[src/rtl/core/mme_pkg.sv]
// Shared types, constants and helpers for the matrix multiply engine.
// No dependencies; every other file of the block imports this package.
`default_nettype none

package mme_pkg;

    // Storage geometry and element width
    localparam int MAX_DIM    = 16;
    localparam int DATA_WIDTH = 16;

    localparam int IDX_W  = $clog2(MAX_DIM);
    localparam int CNT_W  = $clog2(MAX_DIM + 1);
    localparam int ADDR_W = $clog2(MAX_DIM * MAX_DIM);
    localparam int PROD_W = 2 * DATA_WIDTH;

    // Fixed field widths of the request and result
    localparam int VALUE_W = 16;
    localparam int SUM_W   = 36;
    localparam int CFG_W   = 5;
    localparam int PADDR_W = 4;
    localparam int PDATA_W = 32;

    // Request modes
    localparam logic [1:0] MODE_LOAD_A  = 2'd0;
    localparam logic [1:0] MODE_LOAD_B  = 2'd1;
    localparam logic [1:0] MODE_COMPUTE = 2'd2;

    // Register indexes (byte address divided by four)
    localparam logic [1:0] REG_ROWS_A    = 2'd0;
    localparam logic [1:0] REG_INNER_DIM = 2'd1;
    localparam logic [1:0] REG_COLS_B    = 2'd2;

    localparam logic [CFG_W-1:0] DIM_RESET = CFG_W'(16);

    typedef struct packed {
        logic [1:0]                mode;
        logic [3:0]                row;
        logic [3:0]                col;
        logic signed [VALUE_W-1:0] value;
    } mme_req_t;

    typedef struct packed {
        logic [3:0]              result_row;
        logic [3:0]              result_col;
        logic signed [SUM_W-1:0] product_sum;
        logic                    last;
    } mme_res_t;

    // Effective dimensions, clamped to the store size
    typedef struct packed {
        logic [CNT_W-1:0] rows;
        logic [CNT_W-1:0] inner;
        logic [CNT_W-1:0] cols;
    } mme_dims_t;

    // Commands from the controller to the datapath
    typedef struct packed {
        logic                      load_a;
        logic                      load_b;
        logic [ADDR_W-1:0]         load_addr;
        logic signed [VALUE_W-1:0] load_value;
        logic                      issue;
        logic [ADDR_W-1:0]         a_addr;
        logic [ADDR_W-1:0]         b_addr;
        logic                      first_term;
        logic                      last_term;
        logic                      zero_term;
        logic                      last_col;
        logic [3:0]                out_row;
        logic [3:0]                out_col;
    } mme_cmd_t;

    typedef struct packed {
        logic pipe_busy;
    } mme_status_t;

    // Keep the low DATA_WIDTH bits of a sign-extended field value
    function automatic logic signed [DATA_WIDTH-1:0] to_elem(
        input logic signed [VALUE_W-1:0] v
    );
        logic signed [31:0] w;
        w = 32'(v);
        return w[DATA_WIDTH-1:0];
    endfunction

    // Clamp a register value to the store dimension
    function automatic logic [CNT_W-1:0] clamp_dim(input logic [CFG_W-1:0] v);
        logic [CNT_W-1:0] r;
        if (int'(v) > MAX_DIM)
        begin
            r = CNT_W'(MAX_DIM);
        end
        else
        begin
            r = CNT_W'(v);
        end
        return r;
    endfunction

endpackage

`default_nettype wire

[src/rtl/core/mme_regs.sv]
// APB-style configuration registers of the matrix multiply engine.
// Depends on mme_pkg for widths, register indexes and the dimension clamp.
`default_nettype none

module mme_regs (
    input  wire logic                           clk,
    input  wire logic                           rst_n,
    input  wire logic                           psel,
    input  wire logic                           penable,
    input  wire logic                           pwrite,
    input  wire logic [mme_pkg::PADDR_W-1:0]    paddr,
    input  wire logic [mme_pkg::PDATA_W-1:0]    pwdata,
    output logic      [mme_pkg::PDATA_W-1:0]    prdata,
    output logic                                pready,
    output mme_pkg::mme_dims_t                  dims
);
    import mme_pkg::*;

    logic [CFG_W-1:0] rows_a_reg;
    logic [CFG_W-1:0] inner_dim_reg;
    logic [CFG_W-1:0] cols_b_reg;
    logic [1:0]       reg_idx;
    logic             wr_en;

    assign pready  = 1'b1;
    assign reg_idx = paddr[3:2];
    assign wr_en   = psel && penable && pwrite && pready;

    always_ff @(posedge clk or negedge rst_n)
    begin
        if (!rst_n)
        begin
            rows_a_reg    <= DIM_RESET;
            inner_dim_reg <= DIM_RESET;
            cols_b_reg    <= DIM_RESET;
        end
        else if (wr_en)
        begin
            case (reg_idx)
                REG_ROWS_A:    rows_a_reg    <= pwdata[CFG_W-1:0];
                REG_INNER_DIM: inner_dim_reg <= pwdata[CFG_W-1:0];
                REG_COLS_B:    cols_b_reg    <= pwdata[CFG_W-1:0];
                default:       ;
            endcase
        end
    end

    always_comb
    begin
        case (reg_idx)
            REG_ROWS_A:    prdata = PDATA_W'(rows_a_reg);
            REG_INNER_DIM: prdata = PDATA_W'(inner_dim_reg);
            REG_COLS_B:    prdata = PDATA_W'(cols_b_reg);
            default:       prdata = '0;
        endcase
    end

    assign dims.rows  = clamp_dim(rows_a_reg);
    assign dims.inner = clamp_dim(inner_dim_reg);
    assign dims.cols  = clamp_dim(cols_b_reg);

endmodule

`default_nettype wire

[config.mk]
export PLATFORM = sky130hd
export DESIGN_NAME = mme_regs
export DESIGN_NICKNAME = d
export VERILOG_FILES = /design/src/rtl/core/mme_pkg.sv /design/src/rtl/core/mme_regs.sv
export SDC_FILE = /design/constraint.sdc
export NUM_CORES = 1
export LEC_CHECK = 0
export ABC_AREA = 1
export BUFFER_PORTS_ARGS = -buffer_cell sky130_fd_sc_hd__clkbuf_2
export CAP_MARGIN = 10
export CORE_MARGIN = 4
export CORE_UTILIZATION = 38
export CTS_CLUSTER_DIAMETER = 50
export DETAILED_ROUTE_END_ITERATION = 7
export PLACE_DENSITY = 0.87
export SLEW_MARGIN = 20
export SYNTH_ARGS = -nofsm -noshare
export SYNTH_HDL_FRONTEND = slang
export SYNTH_SLANG_ARGS = --single-unit
[constraint.sdc]
create_clock -name clk -period 1.2 [get_ports clk]
set_clock_uncertainty 0.1 [all_clocks]
set_input_delay 0.18 -clock clk [delete_from_list [all_inputs] [get_ports clk]]
set_output_delay 0.18 -clock clk [all_outputs]
set_load 0.02 [all_outputs]
# Yosys cells after proc, flatten, opt, wreduce, memory -nomap -nowiden
# Index checks and enable logic that the tools add are counted.
dict set report word_totals {
  regBits 15
  inputBits 41
  output_inout_bits 48
}
dict set report op_classes {
  magnitude_cmp 3
  eq_ne 2
  n_mux 4
  reduce_logical 6
}
# cell n
set ops {}
lappend ops {{$gt 5x5->1 const B} 3}
lappend ops {{$mux 5} 3}
lappend ops {{$pmux 5 s3} 1}
lappend ops {{$reduce_and 2->1} 3}
lappend ops {{$eq 2x1->1 const B} 1}
lappend ops {{$eq 2x2->1 const B} 1}
lappend ops {{$logic_and 1x1->1} 2}
lappend ops {{$logic_not 2->1} 1}

# Logic depth before layout (Yosys ltp)
dict set report logic_depth {
  ltp_word 3
  mapped_depth 6
}

# Worst setup path before layout
# No wires, ideal clock.
dict set report synth_path {
  path_kind {register to output}
  from {register cols_b_reg[3]}
  to {output port dims[1] (netlist bit)}
  arrival_ns 1.037
  t_required_ns 0.920
  path_slack_ns -0.117
  path_stages_with_launch 4
  path_buffers 0
  path_cell_list {dfrtp_1 > nor2_1 > nand2_1 > a21boi_0}
}
# item line
set synth_lines {}
lappend synth_lines {{start: declaration} mme_regs.sv:21} ;# logic [CFG_W-1:0] cols_b_reg;
lappend synth_lines {{start signal: assignment} mme_regs.sv:42} ;# REG_COLS_B: cols_b_reg <= pwdata[CFG_W-1:0];
lappend synth_lines {{end: declaration} mme_regs.sv:15} ;# output mme_pkg::mme_dims_t dims

==> flow_metrics.tcl <==
set metrics [dict create \
    n_antenna_cell 0 \
    critPathRequiredTime_ns 0.92 \
    cp_max_fo 2 \
    placed_cells 219 \
    p_int_mw 1.26 \
    status "finished with violations" \
    core_area_sq_um 2570 \
    wirelength_um 2750 \
    die-area_sq_um 3680 \
    via_per_inst 4.45 \
    synth_seq_area_share_pct 36.0 \
    violations "negative setup slack" \
    fmaxAchievable_ghz 0.655 \
    area_growth_syn_to_layout_pct 43.0 \
    cp_top_family "flip-flops" \
    clockBufferDepth 2 \
    gp_congestion 0.862 \
    combPwrFrac_pct 53.0 \
    peakVddDrop_v 0.000941 \
    nNetsFinal 236 \
    die_w_um 60.7 \
    power_leakage_nw 0.846 \
    finalWorstSetupSlack_ns -0.327 \
    drc 0 \
    antenna_found_initial 0 \
    min-delay-start "pwdata[4]" \
    insertion_delay_ns 0.28 \
    io_pins 89 \
    cts.htree.levels 1 \
    design_area_sq_um 1510 \
    synthTopCellsByArea "dfrtp_1 29%, nand2_1 23%, buf_4 20%" \
    setup_viol 20 \
    ant_nets 0 \
    r2r-start "rows_a_reg[4]" \
    grt_first_pass_wirelength_um 3970 \
    hold_class "in -> reg" \
    rsz0062_at_grt "true" \
    swShare_pct 41.9 \
    slowest_delay_ns 0.41 \
    routedWlPerCell_um 12.3 \
    netlist_instances 156 \
    fp.dieH_um 60.7 \
    maxCapViolCount 0 \
    p_per_area_nw_per_um2 1440 \
    p_sw_uw 910 \
    slowest_stage "dfrtp_1" \
    cts_tree "yes" \
    grt_start_max_net_pins 16 \
    hold_slack_ns 0.00765 \
    synth_area_per_cell_sq_um 6.75 \
    io_buffers 31 \
    period_share_pct 127 \
    pre_cts_slack_ns 0.00574 \
    pwr-share-clk_pct 13.4 \
    crit_type "reg -> out" \
    start_util_pct 41.0 \
    p_seq_share_pct 33.6 \
    startpoint_type "flip-flop" \
    yosysUniqueCellTypes 14 \
    drt_iter0_markers 28 \
    drv_slew 0 \
    clkSlewWorstSetupHoldPaths_ns 0.09 \
    place_area_sq_um 1170 \
    synth_top_area_share_pct 28.5 \
    rows 18 \
    fin_cells 224 \
    yosys.area.top_type "dfrtp_1" \
    synth_warnings 0 \
    grt_use_total_pct 15.0 \
    grt_pass1_vias 863 \
    cts.sinks 15 \
    synth_seq_cells 15 \
    critPathLaunch "cols_b_reg[3]" \
    period_needed_ns 1.53 \
    end_kind "output port" \
    via_count 996 \
    cts-root-buf "clkbuf_4" \
    syn_area_sq_um 1050 \
    drive_gt1_share_pct 40.7 \
    hpwl_um 1920 \
    worstPathArrival_ns 1.25 \
    hold_violations 0 \
    path_buf_inv 1 \
    grt.overflow.total 0 \
    cts_made_buffers 3 \
    crit_chain "nor2_2, nand2_2, a21boi_2, buf_4" \
    fin_util_pct 58.7 \
    dr.pass1.iters 4 \
]
## Yosys cell counts
cell and n:
nand2_1 65, buf_4 28, dfrtp_1 12, inv_1 12
nor2_1 12, nand3_1 5, nor2_2 5, clkbuf_1 3
dfstp_2 3, inv_2 3, nand2_2 3, a21boi_0 2
conb_1 2, nand3_2 1
## logic make-up (layout without fill, tap and decap cells)
family	Yosys count	after routing	share of synthesized area (%)
DFF	15	15	36.0
AOI/OAI and AO/OA	2	2	1.42
buffers and inverters	46	58	26.4
other	2	28	0.713
and+or+nand+nor	91	91	35.5
## cell usage in the layout, fill, tap and decap left out
master / n
inv_2: 3
nor2_2: 8
clkbuf_8: 1
nand2_4: 2
buf_6: 11
nand3_2: 4
buf_4: 6
buf_8: 9
a21boi_2: 1
dfrtp_1: 12
clkbuf_2: 11
inv_1: 12
nor2_1: 2
nor2_4: 7
dfstp_2: 3
conb_1: 28
nand3_4: 2
nand2_2: 7
clkinv_2: 1
clkbuf_4: 3
nand2_1: 59
a21boi_1: 1
dlygate4sd3_1: 1
## final cells by class
type	count	area, sq um
inverters	15	56.3
fillers	238	1060
clock buffers	3	22.5
clock inverters	1	5.00
repair buffers	39	383
multi-input cells	121	623
flip-flops and latches	15	379
well taps	30	37.5
## power groups by stage
| stage | clock network (mW) | registers, mW | logic (mW) |
|---|---|---|---|
| 2_1_floorplan | 0 | 0.713 | 0.541 |
| 3_3_place_gp | 0 | 0.712 | 0.740 |
| 3_5_place_dp | 0 | 0.716 | 0.755 |
| 4_1_cts | 0.294 | 0.714 | 0.948 |
| 5_1_grt | 0.316 | 0.745 | 1.23 |
| 6_report | 0.292 | 0.730 | 1.15 |
## path summary, 6_finish.rpt
kind / slack, ns / to / cells past startpoint
worst max-delay path: -0.33 / dims[2] / 4
worst min-delay path: 0.008 / inner_dim_reg[4] / 3
worst max register to register: 0.23 / rows_a_reg[4] / 3
worst min register to register: 0.40 / inner_dim_reg[4] / 2
max in group asynchronous: 0.47 / cols_b_reg[4] / 2
min in group asynchronous: 0.23 / inner_dim_reg[1] / 2
## metrics by stage
| stage | total power [mW] | setup TNS, ns |
|---|---|---|
| after detailed placement | 1.47 | 0 |
| final | 2.17 | -4.40 |
| after CTS | 1.96 | -4.30 |
| after global routing | 2.30 | -5.05 |
| after global placement | 1.45 | 0 |
| after floorplan | 1.25 | -0.234 |
## worst reg2reg max path, stage by stage (launching register included)
cell,delay (ns)
dfstp_2,0.55
buf_8,0.15
nand2_1,0.06
nand2_1,0.06
## per-layer routing
metal | GRT usage [%] | vias up | part of all wire [%]
li1 | - | 483 | -
met5 | 0 | - | 0
met1 | 18.2 | 455 | 38
met3 | 2.34 | 11 | 7.4
met4 | 6.50 | 0 | 3.6
met2 | 26.1 | 47 | 51
## repair_timing
action,4_1_cts,5_1_grt
setup buffers,0,1
endpoints found under the setup margin,20,20
gates resized for setup,46,51
pin swaps,8,8
endpoints found under the hold margin,15,0
hold buffers,1,0
No activity file was read; power rests on OpenSTA's default activity.
