[src/rtl/core/mme_pkg.sv]
// Shared types, constants and helpers for the matrix multiply engine.
// No dependencies; every other file of the block imports this package.
`default_nettype none

package mme_pkg;

    // Storage geometry and element width
    localparam int MAX_DIM    = 16;
    localparam int DATA_WIDTH = 16;

    localparam int IDX_W  = $clog2(MAX_DIM);
    localparam int CNT_W  = $clog2(MAX_DIM + 1);
    localparam int ADDR_W = $clog2(MAX_DIM * MAX_DIM);
    localparam int PROD_W = 2 * DATA_WIDTH;

    // Fixed field widths of the request and result
    localparam int VALUE_W = 16;
    localparam int SUM_W   = 36;
    localparam int CFG_W   = 5;
    localparam int PADDR_W = 4;
    localparam int PDATA_W = 32;

    // Request modes
    localparam logic [1:0] MODE_LOAD_A  = 2'd0;
    localparam logic [1:0] MODE_LOAD_B  = 2'd1;
    localparam logic [1:0] MODE_COMPUTE = 2'd2;

    // Register indexes (byte address divided by four)
    localparam logic [1:0] REG_ROWS_A    = 2'd0;
    localparam logic [1:0] REG_INNER_DIM = 2'd1;
    localparam logic [1:0] REG_COLS_B    = 2'd2;

    localparam logic [CFG_W-1:0] DIM_RESET = CFG_W'(16);

    typedef struct packed {
        logic [1:0]                mode;
        logic [3:0]                row;
        logic [3:0]                col;
        logic signed [VALUE_W-1:0] value;
    } mme_req_t;

    typedef struct packed {
        logic [3:0]              result_row;
        logic [3:0]              result_col;
        logic signed [SUM_W-1:0] product_sum;
        logic                    last;
    } mme_res_t;

    // Effective dimensions, clamped to the store size
    typedef struct packed {
        logic [CNT_W-1:0] rows;
        logic [CNT_W-1:0] inner;
        logic [CNT_W-1:0] cols;
    } mme_dims_t;

    // Commands from the controller to the datapath
    typedef struct packed {
        logic                      load_a;
        logic                      load_b;
        logic [ADDR_W-1:0]         load_addr;
        logic signed [VALUE_W-1:0] load_value;
        logic                      issue;
        logic [ADDR_W-1:0]         a_addr;
        logic [ADDR_W-1:0]         b_addr;
        logic                      first_term;
        logic                      last_term;
        logic                      zero_term;
        logic                      last_col;
        logic [3:0]                out_row;
        logic [3:0]                out_col;
    } mme_cmd_t;

    typedef struct packed {
        logic pipe_busy;
    } mme_status_t;

    // Keep the low DATA_WIDTH bits of a sign-extended field value
    function automatic logic signed [DATA_WIDTH-1:0] to_elem(
        input logic signed [VALUE_W-1:0] v
    );
        logic signed [31:0] w;
        w = 32'(v);
        return w[DATA_WIDTH-1:0];
    endfunction

    // Clamp a register value to the store dimension
    function automatic logic [CNT_W-1:0] clamp_dim(input logic [CFG_W-1:0] v);
        logic [CNT_W-1:0] r;
        if (int'(v) > MAX_DIM)
        begin
            r = CNT_W'(MAX_DIM);
        end
        else
        begin
            r = CNT_W'(v);
        end
        return r;
    endfunction

endpackage

`default_nettype wire

[src/rtl/core/mme_ctrl.sv]
// Controller of the matrix multiply engine: decodes requests, sequences
// the column and inner loops of a row. Depends on mme_pkg.
`default_nettype none

module mme_ctrl (
    input  wire logic                 clk,
    input  wire logic                 rst_n,
    input  wire logic                 start,
    input  wire mme_pkg::mme_req_t    request,
    input  wire mme_pkg::mme_dims_t   dims,
    input  wire mme_pkg::mme_status_t status,
    output logic                      busy,
    output mme_pkg::mme_cmd_t         cmd
);
    import mme_pkg::*;

    typedef enum logic [2:0] {
        ST_IDLE  = 3'b001,
        ST_RUN   = 3'b010,
        ST_DRAIN = 3'b100
    } state_t;

    state_t           state_reg, state_next;
    logic [IDX_W-1:0] row_reg, row_next;
    logic [IDX_W-1:0] j_reg, j_next;
    logic [IDX_W-1:0] l_reg, l_next;

    logic accept;
    logic in_range;
    logic run_ok;
    logic zero_k;
    logic last_term;
    logic last_col;

    assign accept   = start && !busy;
    assign in_range = (int'(request.row) < MAX_DIM) && (int'(request.col) < MAX_DIM);
    assign run_ok   = (int'(request.row) < int'(dims.rows)) && (dims.cols != '0);
    assign zero_k   = (dims.inner == '0);
    assign last_term = zero_k || ((CNT_W'(l_reg) + CNT_W'(1)) == dims.inner);
    assign last_col  = (CNT_W'(j_reg) + CNT_W'(1)) == dims.cols;
    assign busy      = (state_reg != ST_IDLE);

    always_ff @(posedge clk or negedge rst_n)
    begin
        if (!rst_n)
        begin
            state_reg <= ST_IDLE;
            row_reg   <= '0;
            j_reg     <= '0;
            l_reg     <= '0;
        end
        else
        begin
            state_reg <= state_next;
            row_reg   <= row_next;
            j_reg     <= j_next;
            l_reg     <= l_next;
        end
    end

    always_comb
    begin
        state_next = state_reg;
        row_next   = row_reg;
        j_next     = j_reg;
        l_next     = l_reg;
        case (state_reg)
            ST_IDLE:
            begin
                if (accept && (request.mode == MODE_COMPUTE) && run_ok)
                begin
                    row_next   = IDX_W'(request.row);
                    j_next     = '0;
                    l_next     = '0;
                    state_next = ST_RUN;
                end
            end
            ST_RUN:
            begin
                // advance the inner index, then the column
                if (last_term)
                begin
                    l_next = '0;
                    if (last_col)
                    begin
                        state_next = ST_DRAIN;
                    end
                    else
                    begin
                        j_next = j_reg + IDX_W'(1);
                    end
                end
                else
                begin
                    l_next = l_reg + IDX_W'(1);
                end
            end
            ST_DRAIN:
            begin
                if (!status.pipe_busy)
                begin
                    state_next = ST_IDLE;
                end
            end
            default:
            begin
                state_next = ST_IDLE;
            end
        endcase
    end

    always_comb
    begin
        cmd.load_a     = accept && (request.mode == MODE_LOAD_A) && in_range;
        cmd.load_b     = accept && (request.mode == MODE_LOAD_B) && in_range;
        cmd.load_addr  = ADDR_W'(ADDR_W'(request.row) * ADDR_W'(MAX_DIM)
                                 + ADDR_W'(request.col));
        cmd.load_value = request.value;
        cmd.issue      = (state_reg == ST_RUN);
        cmd.a_addr     = ADDR_W'(ADDR_W'(row_reg) * ADDR_W'(MAX_DIM) + ADDR_W'(l_reg));
        cmd.b_addr     = ADDR_W'(ADDR_W'(l_reg) * ADDR_W'(MAX_DIM) + ADDR_W'(j_reg));
        cmd.first_term = (l_reg == '0);
        cmd.last_term  = last_term;
        cmd.zero_term  = zero_k;
        cmd.last_col   = last_col;
        cmd.out_row    = 4'(row_reg);
        cmd.out_col    = 4'(j_reg);
    end

endmodule

`default_nettype wire

[config.mk]
export PLATFORM = sky130hd
export DESIGN_NAME = mme_ctrl
export DESIGN_NICKNAME = d
export VERILOG_FILES = /design/src/rtl/core/mme_pkg.sv /design/src/rtl/core/mme_ctrl.sv
export SDC_FILE = /design/constraint.sdc
export NUM_CORES = 1
export LEC_CHECK = 0
export ABC_CLOCK_PERIOD_IN_PS = 2500
export BUFFER_PORTS_ARGS = -buffer_cell sky130_fd_sc_hd__buf_2
export CORE_ASPECT_RATIO = 2
export CORE_MARGIN = 2
export CORE_UTILIZATION = 41
export DETAILED_ROUTE_END_ITERATION = 10
export PLACE_DENSITY = 0.88
export SLEW_MARGIN = 25
export SYNTH_ARGS = -nofsm -noshare
export SYNTH_HDL_FRONTEND = slang
export SYNTH_SLANG_ARGS = --single-unit
[constraint.sdc]
create_clock -name clk -period 2.5 [get_ports clk]
set_input_delay 0.5 -clock clk [delete_from_list [all_inputs] [get_ports clk]]
set_output_delay 0.5 -clock clk [all_outputs]
set_load 0.02 [all_outputs]
# After elaboration in Yosys (flattened, before gate mapping)
# Index checks and enable logic that the tools add are counted.
dict set report op_classes {
  addsub 7
  order_cmp 1
  n_eq_ne 13
  n_mux 11
  reduce_logical 17
}
# operator count
set ops {}
lappend ops {{$add A8 B4 Y8} 3}
lappend ops {{$mux W4} 4}
lappend ops {{$pmux W4 S2} 2}
lappend ops {{$mux W3} 4}
lappend ops {{$add A4 B1 Y5 const B} 2}
lappend ops {{$eq A5 B5 Y1} 2}
lappend ops {{$pmux W3 S3} 1}
lappend ops {{$add A4 B1 Y4 const B} 2}
lappend ops {{$reduce_and A4 Y1} 2}
lappend ops {{$logic_and A1 B1 Y1} 6}
lappend ops {{$ne A2 B2 Y1 const B} 3}
lappend ops {{$logic_not A5 Y1} 1}
lappend ops {{$lt A4 B5 Y1} 1}
lappend ops {{$reduce_bool A5 Y1} 1}
lappend ops {{$logic_not A4 Y1} 1}
lappend ops {{$ne A2 B1 Y1 const B} 2}
lappend ops {{$reduce_and A2 Y1} 2}
lappend ops {{$eq A3 B1 Y1 const B} 1}
lappend ops {{$eq A3 B2 Y1 const B} 1}
lappend ops {{$eq A3 B3 Y1 const B} 1}
lappend ops {{$ne A3 B1 Y1 const B} 1}
lappend ops {{$eq A2 B1 Y1 const B} 1}
lappend ops {{$eq A2 B2 Y1 const B} 1}
lappend ops {{$logic_not A2 Y1} 1}
lappend ops {{other kinds (3)} 3}
dict set report totals {
  reg_bits 15
  inputBits 45
  out_inout_bits 56
  elab_cells 53
}

# Logic depth before layout (Yosys ltp)
# Gate-level depths: netlist of run 1.
dict set report depth {
  depth_word 7
  mapped_depth 9
  ltp_nobuf 9
}

# Least setup slack after synthesis of run 1
# OpenSTA, ideal clock, no wires.
dict set report synth_timing {
  path_kind {register -> output}
  startpoint {register l_reg[0]}
  endpoint {output port cmd[10] (netlist name)}
  arrival_time_ns 1.693
  required_ns 2.000
  setup_slack_ns 0.307
  path_stages_with_launch 9
  n_path_buf 1
  path_cell_list {dfrtp_1 > inv_1 > ha_1 > xnor2_1 > o211ai_1 > nand2_1 > nand4_2 > inv_2 > buf_4}
}
dict set report synth_via {
  elab_chain_cells 3
}
# item line_no
set synth_rtl {}
lappend synth_rtl {{from (decl)} mme_ctrl.sv:26} ;# logic [IDX_W-1:0] l_reg, l_next;
lappend synth_rtl {{from (signal assigned)} mme_ctrl.sv:57} ;# l_reg <= l_next;
lappend synth_rtl {{$add A4 B1 Y5} mme_ctrl.sv:39} ;# assign last_term = zero_k || ((CNT_W'(l_reg) + CNT_W'(1)) == dims.inner);
lappend synth_rtl {{$eq A5 B5 Y1} mme_ctrl.sv:39}
lappend synth_rtl {{$logic_or A1 B1 Y1} mme_ctrl.sv:39}
lappend synth_rtl {{to (decl)} mme_ctrl.sv:13} ;# output mme_pkg::mme_cmd_t cmd
# Every way passes these cells.

==> flow_metrics.env, run 1 <==
export IMPL_cts_sinks=15
export IMPL_irDropWorstVdd_mv=0.384
export IMPL_wl_per_cell_um=13.7
export IMPL_first_iter_violations=18
export IMPL_final_max_slew_viol_count=0
export IMPL_antenna_found_initial=0
export IMPL_min_period_ns=2.38
export IMPL_via_count=1167
export IMPL_clkTransAtPathRegs_ns=0.06
export IMPL_routed_wl_um=2940
export IMPL_finalSetupViolCount=0
export IMPL_slew_limit_headroom=0.610
export IMPL_timing_rr_start="l_reg[0]"
export IMPL_cp_num_buf_inv=3
export IMPL_diodes=0
export IMPL_netlist_area_sq_mm=0.00138
export IMPL_dp_slack_ns=0.286
export IMPL_initial_core_util=0.433
export IMPL_cp_startpoint="l_reg[0]"
export IMPL_post_route_util=0.468
export IMPL_crit_path_max_fanout=8
export IMPL_status="completed"
export IMPL_drive_above_1_share=0.451
export IMPL_cpPeakStageDelay_ns=0.41
export IMPL_rrSetupSlack_ns=0.17
export IMPL_grt_use_total=0.156
export IMPL_timing_hold_ws_ns=0.143
export IMPL_nNetsFinal=236
export IMPL_finalNonFillerCells=215
export IMPL_viasPerCell=5.43
export IMPL_syn_to_final_growth_pct=8.05
export IMPL_cts_root_buf="clkbuf_8"
export IMPL_antenna_left=0
export IMPL_tightestPinTransition_ns=0.583
export IMPL_first_global_vias=1068
export IMPL_ys_warn_count=0
export IMPL_rr_worst_depth=10
export IMPL_critPathSlowestCell="dfrtp_2"
export IMPL_crit_arrival_ns=1.88
export IMPL_die_area_sq_mm=0.00388
export IMPL_yosysTopAreaCellShare=0.253
export IMPL_avgSynthCellArea_sq_um=8.75
export IMPL_layout_setup_ws_ns=0.124
export IMPL_cp_top_family="flip-flops"
export IMPL_hold_viol=0
export IMPL_worstSetupPathType="flop to output pin"
export IMPL_yosysTopAreaCell="dfrtp_1"
export IMPL_dp_hpwl_um=2450
export IMPL_power_per_cell_area_mw_per_mm2=480
export IMPL_postSynthCellCount=158
export IMPL_post_place_cells=209
export IMPL_clk_latency_ns=0.25
export IMPL_fin_skew_ns=0.00596
export IMPL_overflow=0
export IMPL_cp_end_kind="output pin"
export IMPL_drc_errors=0
export IMPL_coreArea_sq_mm=0.00319
export IMPL_required_ns=2.00
export IMPL_grt_max_degree=16
export IMPL_ys_top_cells_by_area="dfrtp_1, buf_4, ha_1"
export IMPL_rows=29
export IMPL_ys_types=42
export IMPL_clock_path_buffers=2
export IMPL_grt_pass1_wl_um=4540
export IMPL_max_freq_mhz=421
export IMPL_synth_seq_cells=15
export IMPL_hp_class="primary input to async pin"
export IMPL_ioPinCount=101
export IMPL_fin_tns_setup_ns=0
export IMPL_worst_path_stages=8
export IMPL_r2r_end="state_reg[2]"
export IMPL_min_period_over_period=0.951
export IMPL_p_leak_nw=0.823
export IMPL_routabilityCongestion=0.832
export IMPL_cap_violations=0
export IMPL_die_w_um=45.1
export IMPL_cts_tree="done"
export IMPL_htreeDepth=1
export IMPL_dieHeight_um=86.1
export IMPL_port_buffers=60
export IMPL_syn_nets=209
export IMPL_numCtsBuffers=3
export IMPL_drtPass1Iterations=4
export IMPL_path_cells="inv_1, ha_1, xnor2_1, o211ai_1, nand2_1, nand4_2, inv_4, buf_2"
export IMPL_startpoint_type="flop"
export IMPL_crit_end="cmd[10]"
export IMPL_yosysSeqAreaShare=0.272
-- layout by cell type (no fill, tap or decap), types with 2 or more instances in the layout --
master    instances
inv_1            14
clkbuf_8          3
nand3_1           3
nor2_1            6
nand4b_1          2
buf_2            60
and3_1            2
mux2_2            4
dfrtp_1          13
nand2_1           8
a21oi_1           5
nor2b_1           2
xor2_1            2
mux2i_1           2
o21ai_0           5
xnor2_1           6
or3_1             3
nor3_1            2
and2b_2           2
buf_4             2
o211ai_1          4
a31oi_1           3
ha_1              5
or4_1             2
-- kinds of logic (layout without fill, tap and decap cells) --
group	Yosys count	after routing	share of synthesized area
and+or+nand+nor	40	40	0.172
muxes	6	6	0.0471
DFF	15	15	0.272
AOI/OAI and AO/OA	27	27	0.134
xor gates and xnor gates	9	9	0.0624
buffers and inverters	55	81	0.258
adders and majority gates	6	6	0.0543
-- report_power, final --
part	switching (W)	leakage, nW	internal, W
combinational	0.000140	0.602	0.0000937
clock	0.0000844	0.0255	0.000110
sequential	0.0000210	0.196	0.000267
-- area by class of cell --
| class | count | area [sq um] |
|---|---|---|
| fillers | 315 | 1700 |
| clock inverters | 1 | 5.00 |
| repair buffers | 62 | 315 |
| well taps | 31 | 38.8 |
| flip-flops and latches | 15 | 378 |
| inverters | 15 | 58.8 |
| multi-input cells | 88 | 657 |
| clock buffers | 3 | 41.3 |
-- through the flow --
step / power (W) / cell area, sq um
global route: 0.000759 / 1490
global placement: 0.000524 / 1420
detailed placement: 0.000526 / 1420
CTS: 0.000724 / 1470
finish: 0.000717 / 1490
floorplan: 0.000512 / 1380
-- cells in the mapped netlist --
master / n
nand3_2: 1
mux2_2: 4
xnor2_2: 1
a21bo_2: 1
nor3b_1: 1
nand4_2: 1
a31oi_1: 3
nor3_1: 3
o21ai_0: 5
and4b_1: 1
nand3_1: 3
xnor2_1: 6
o21ai_2: 1
nand4_1: 1
and2b_2: 2
and3_1: 2
nor2_1: 6
nor2b_1: 2
o2bb2ai_1: 1
nand4b_1: 2
dfrtp_1: 14
a21oi_1: 5
ha_1: 6
a211o_1: 1
o22ai_1: 1
o22a_1: 1
a32oi_1: 1
inv_2: 1
inv_1: 14
or3_1: 3
o211ai_1: 4
nand2_1: 8
a31o_2: 1
nand2b_1: 1
o21a_1: 1
nor4b_1: 1
mux2i_1: 2
buf_4: 40
a311o_1: 1
dfstp_2: 1
or4_1: 2
xor2_1: 2
-- routing by layer --
layer  track usage  wire length (um)
met4         0.110               119
met1         0.148               958
met2         0.282              1650
met5             0                 0
met3        0.0232               208
-- how the worst min path moves through the flow --
stage | startpoint | to | slack (ns)
2_1_floorplan | rst_n | j_reg[0] | 0.20
3_3_place_gp | rst_n | j_reg[3] | 0.41
3_5_place_dp | rst_n | l_reg[2] | 0.42
4_1_cts | rst_n | l_reg[2] | 0.15
5_1_grt | rst_n | j_reg[3] | 0.17
6_report | rst_n | j_reg[3] | 0.14
-- what timing repair did --
item                                    in CTS  in global routing
setup buffers                                0                  2
resized for setup                            0                  4
hold endpoints to repair                     0                  0
hold buffers                                 0                  0
endpoints found under the setup margin       0                  2
No activity file was read; power rests on OpenSTA's default activity.
==> run 2, diff against run 1 <==
Settings changed: ABC_AREA from default to 1, CORE_UTILIZATION 41 to 42, RECOVER_POWER from default to 50.
==> run 2 against run 1 <==
Net effect:
- synthesized cell count rose by 35%
- routed wire length is 13% higher
- synthesized area is 7.8% higher
- die area is 4.9% higher
- via count up 18%
- final area up 4.7%
- power grew 94%
- sequential power rose by 42%
- worst hold slack better by 0.19 ns
- clock skew shrank 0.0050 ns
- global-route usage grew 1.5 points
- combinational power rose to 3.4 times the previous value
==> flow_metrics.env, run 2 <==
export IMPL_status="completed"
export IMPL_nNetsFinal=289
export IMPL_cts_root_buf="clkbuf_8"
export IMPL_ys_warn_count=0
export IMPL_cpPeakStageDelay_ns=0.46
export IMPL_place_area_sq_mm=0.00153
export IMPL_drive_above_1_share=0.312
export IMPL_synth_seq_cells=15
export IMPL_yosys_cell_count_top_type="nand2_1"
export IMPL_diodes=0
export IMPL_grt_pass1_wl_um=5130
export IMPL_yosysTopAreaCell="dfrtp_1"
export IMPL_synth_edff_count=0
export IMPL_postSynthCellCount=213
export IMPL_ioPinCount=101
export IMPL_first_iter_violations=35
export IMPL_yosysSeqAreaShare=0.253
export IMPL_rows=30
export IMPL_cp_end_kind="output pin"
export IMPL_final_common_cell="buf_2"
export IMPL_clk_latency_ns=0.25
export IMPL_rrSetupSlack_ns=0.61
export IMPL_crit_path_frequent_cell="nand2_1"
export IMPL_die_w_um=46.1
export IMPL_via_count=1373
export IMPL_overflow=0
export IMPL_tightestPinTransition_ns=0.842
export IMPL_power_per_cell_area_mw_per_mm2=890
export IMPL_timing_hold_ws_ns=0.329
export IMPL_first_global_vias=1247
export IMPL_routed_wl_um=3310
export IMPL_cap_violations=0
export IMPL_cp_top_family="flip-flops"
export IMPL_ys_types=24
export IMPL_finalSetupViolCount=0
export IMPL_hold_buffers=0
export IMPL_min_period_over_period=0.922
export IMPL_p_leak_nw=0.940
export IMPL_fin_tns_setup_ns=0
export IMPL_syn_nets=264
export IMPL_hp_class="primary input to async pin"
export IMPL_clkTransAtPathRegs_ns=0.06
export IMPL_routabilityCongestion=0.813
export IMPL_worstSetupPathType="flop to output pin"
export IMPL_dp_hpwl_um=2750
export IMPL_netlist_area_sq_mm=0.00149
export IMPL_cts_sinks=15
export IMPL_antenna_left=0
export IMPL_required_ns=2.00
export IMPL_numCtsBuffers=3
export IMPL_cp_num_buf_inv=2
export IMPL_grt_max_degree=16
export IMPL_coreArea_sq_mm=0.00338
export IMPL_finalNonFillerCells=269
export IMPL_antenna_found_initial=0
export IMPL_critPathSlowestCell="dfrtp_1"
export IMPL_final_cell_mix="buf_2, nand2_1, inv_1"
export IMPL_clock_path_buffers=2
export IMPL_port_buffers=60
export IMPL_irDropWorstVdd_mv=0.479
export IMPL_drtPass1Iterations=4
export IMPL_viasPerCell=5.10
export IMPL_crit_path_max_fanout=8
export IMPL_slew_limit_headroom=0.439
export IMPL_avgSynthCellArea_sq_um=7.00
export IMPL_post_place_cells=265
export IMPL_final_area_sq_mm=0.00156
export IMPL_ys_top_cells_by_area="dfrtp_1, buf_4, nand2_1"
export IMPL_crit_arrival_ns=1.80
export IMPL_path_cells="inv_1, ha_1, xnor2_1, nand2_1, nor2_1, nand3_1, nand2_1, buf_2"
export IMPL_cts_setup_buffers=0
export IMPL_htreeDepth=1
export IMPL_die_area_sq_mm=0.00407
export IMPL_ys_top_cells_by_count="nand2_1, buf_4, inv_1"
export IMPL_synthFlopType="dfrtp_1"
export IMPL_rsz0062_at_grt="no"
export IMPL_startpoint_type="flop"
export IMPL_min_period_ns=2.30
export IMPL_max_freq_mhz=434
export IMPL_initial_core_util=0.441
export IMPL_wl_per_cell_um=12.3
export IMPL_dieHeight_um=88.2
export IMPL_post_route_util=0.463
export IMPL_grt_use_total=0.171
export IMPL_final_max_slew_viol_count=0
export IMPL_syn_to_final_growth_pct=4.95
export IMPL_drc_errors=0
export IMPL_hold_viol=0
export IMPL_fin_skew_ns=0.000991
export IMPL_cts_tree="done"
export IMPL_cts_resized_gates=0
export IMPL_async_flop_share=1.00
export IMPL_yosysTopAreaCellShare=0.235
-- run 2: cell types whose count changed after synthesis, sizes merged, moves of 3 or more --
cell / before / now
inv: 15 / 35
nor2: 6 / 17
nand2: 8 / 48
xnor2: 7 / 2
o211ai: 4 / 0
nand4: 2 / 10
or3: 3 / 0
nand3: 4 / 21
a31oi: 3 / 0
-- run 2: final timing paths --
path                              from      endpoint  cells past startpoint
max                           l_reg[0]       cmd[10]                      8
max reg2reg                   l_reg[0]      j_reg[3]                     10
min in group clk           request[21]    row_reg[1]                      2
min reg2reg                 row_reg[0]    row_reg[0]                      2
min                              rst_n  state_reg[2]                      1
max in group asynchronous        rst_n      j_reg[3]                      1
-- run 2: cells by family after synthesis --
logic type,Yosys count,synth area share
buf+inv,75,0.290
simple gates,100,0.331
compound gates,12,0.0420
mux,3,0.0227
flops,15,0.253
xor+xnor,2,0.0118
fa+ha+maj,6,0.0504
-- run 2: area by class of cell --
class / instances / area [sq um]
flip-flops and latches: 15 / 377
fillers: 357 / 1810
well taps: 32 / 40.0
clock buffers: 4 / 45.0
inverters: 35 / 131
multi-input cells: 123 / 682
repair buffers: 60 / 289
-- run 2: routing by layer --
layer / GRT usage / up-vias / wire length [um]
li1: - / 683 / -
met1: 0.161 / 636 / 1090
met2: 0.326 / 45 / 1950
met3: 0.00612 / 9 / 178
met4: 0.114 / 0 / 90
met5: 0 / - / 0
-- run 2: per-stage QoR --
stage / setup slack, ns / power (W)
after CTS: 0.183 / 0.00142
after floorplan: 0.448 / 0.00108
after global routing: 0.0167 / 0.00151
final: 0.196 / 0.00139
after global placement: 0.495 / 0.00120
after detailed placement: 0.462 / 0.00121
-- run 2: report_power, final --
part | internal [W] | switching [W]
registers | 0.000320 | 0.0000886
logic | 0.000259 | 0.000527
clock network | 0.000113 | 0.0000845
-- run 2: worst register-to-register path: cells and delay by family (launching register included) --
family	cells	cell delay [ns]
xor gates and xnor gates	1	0.16
adders and majority gates	1	0.34
buffers and inverters	1	0.12
DFF	1	0.46
and+or+nand+nor	7	0.73
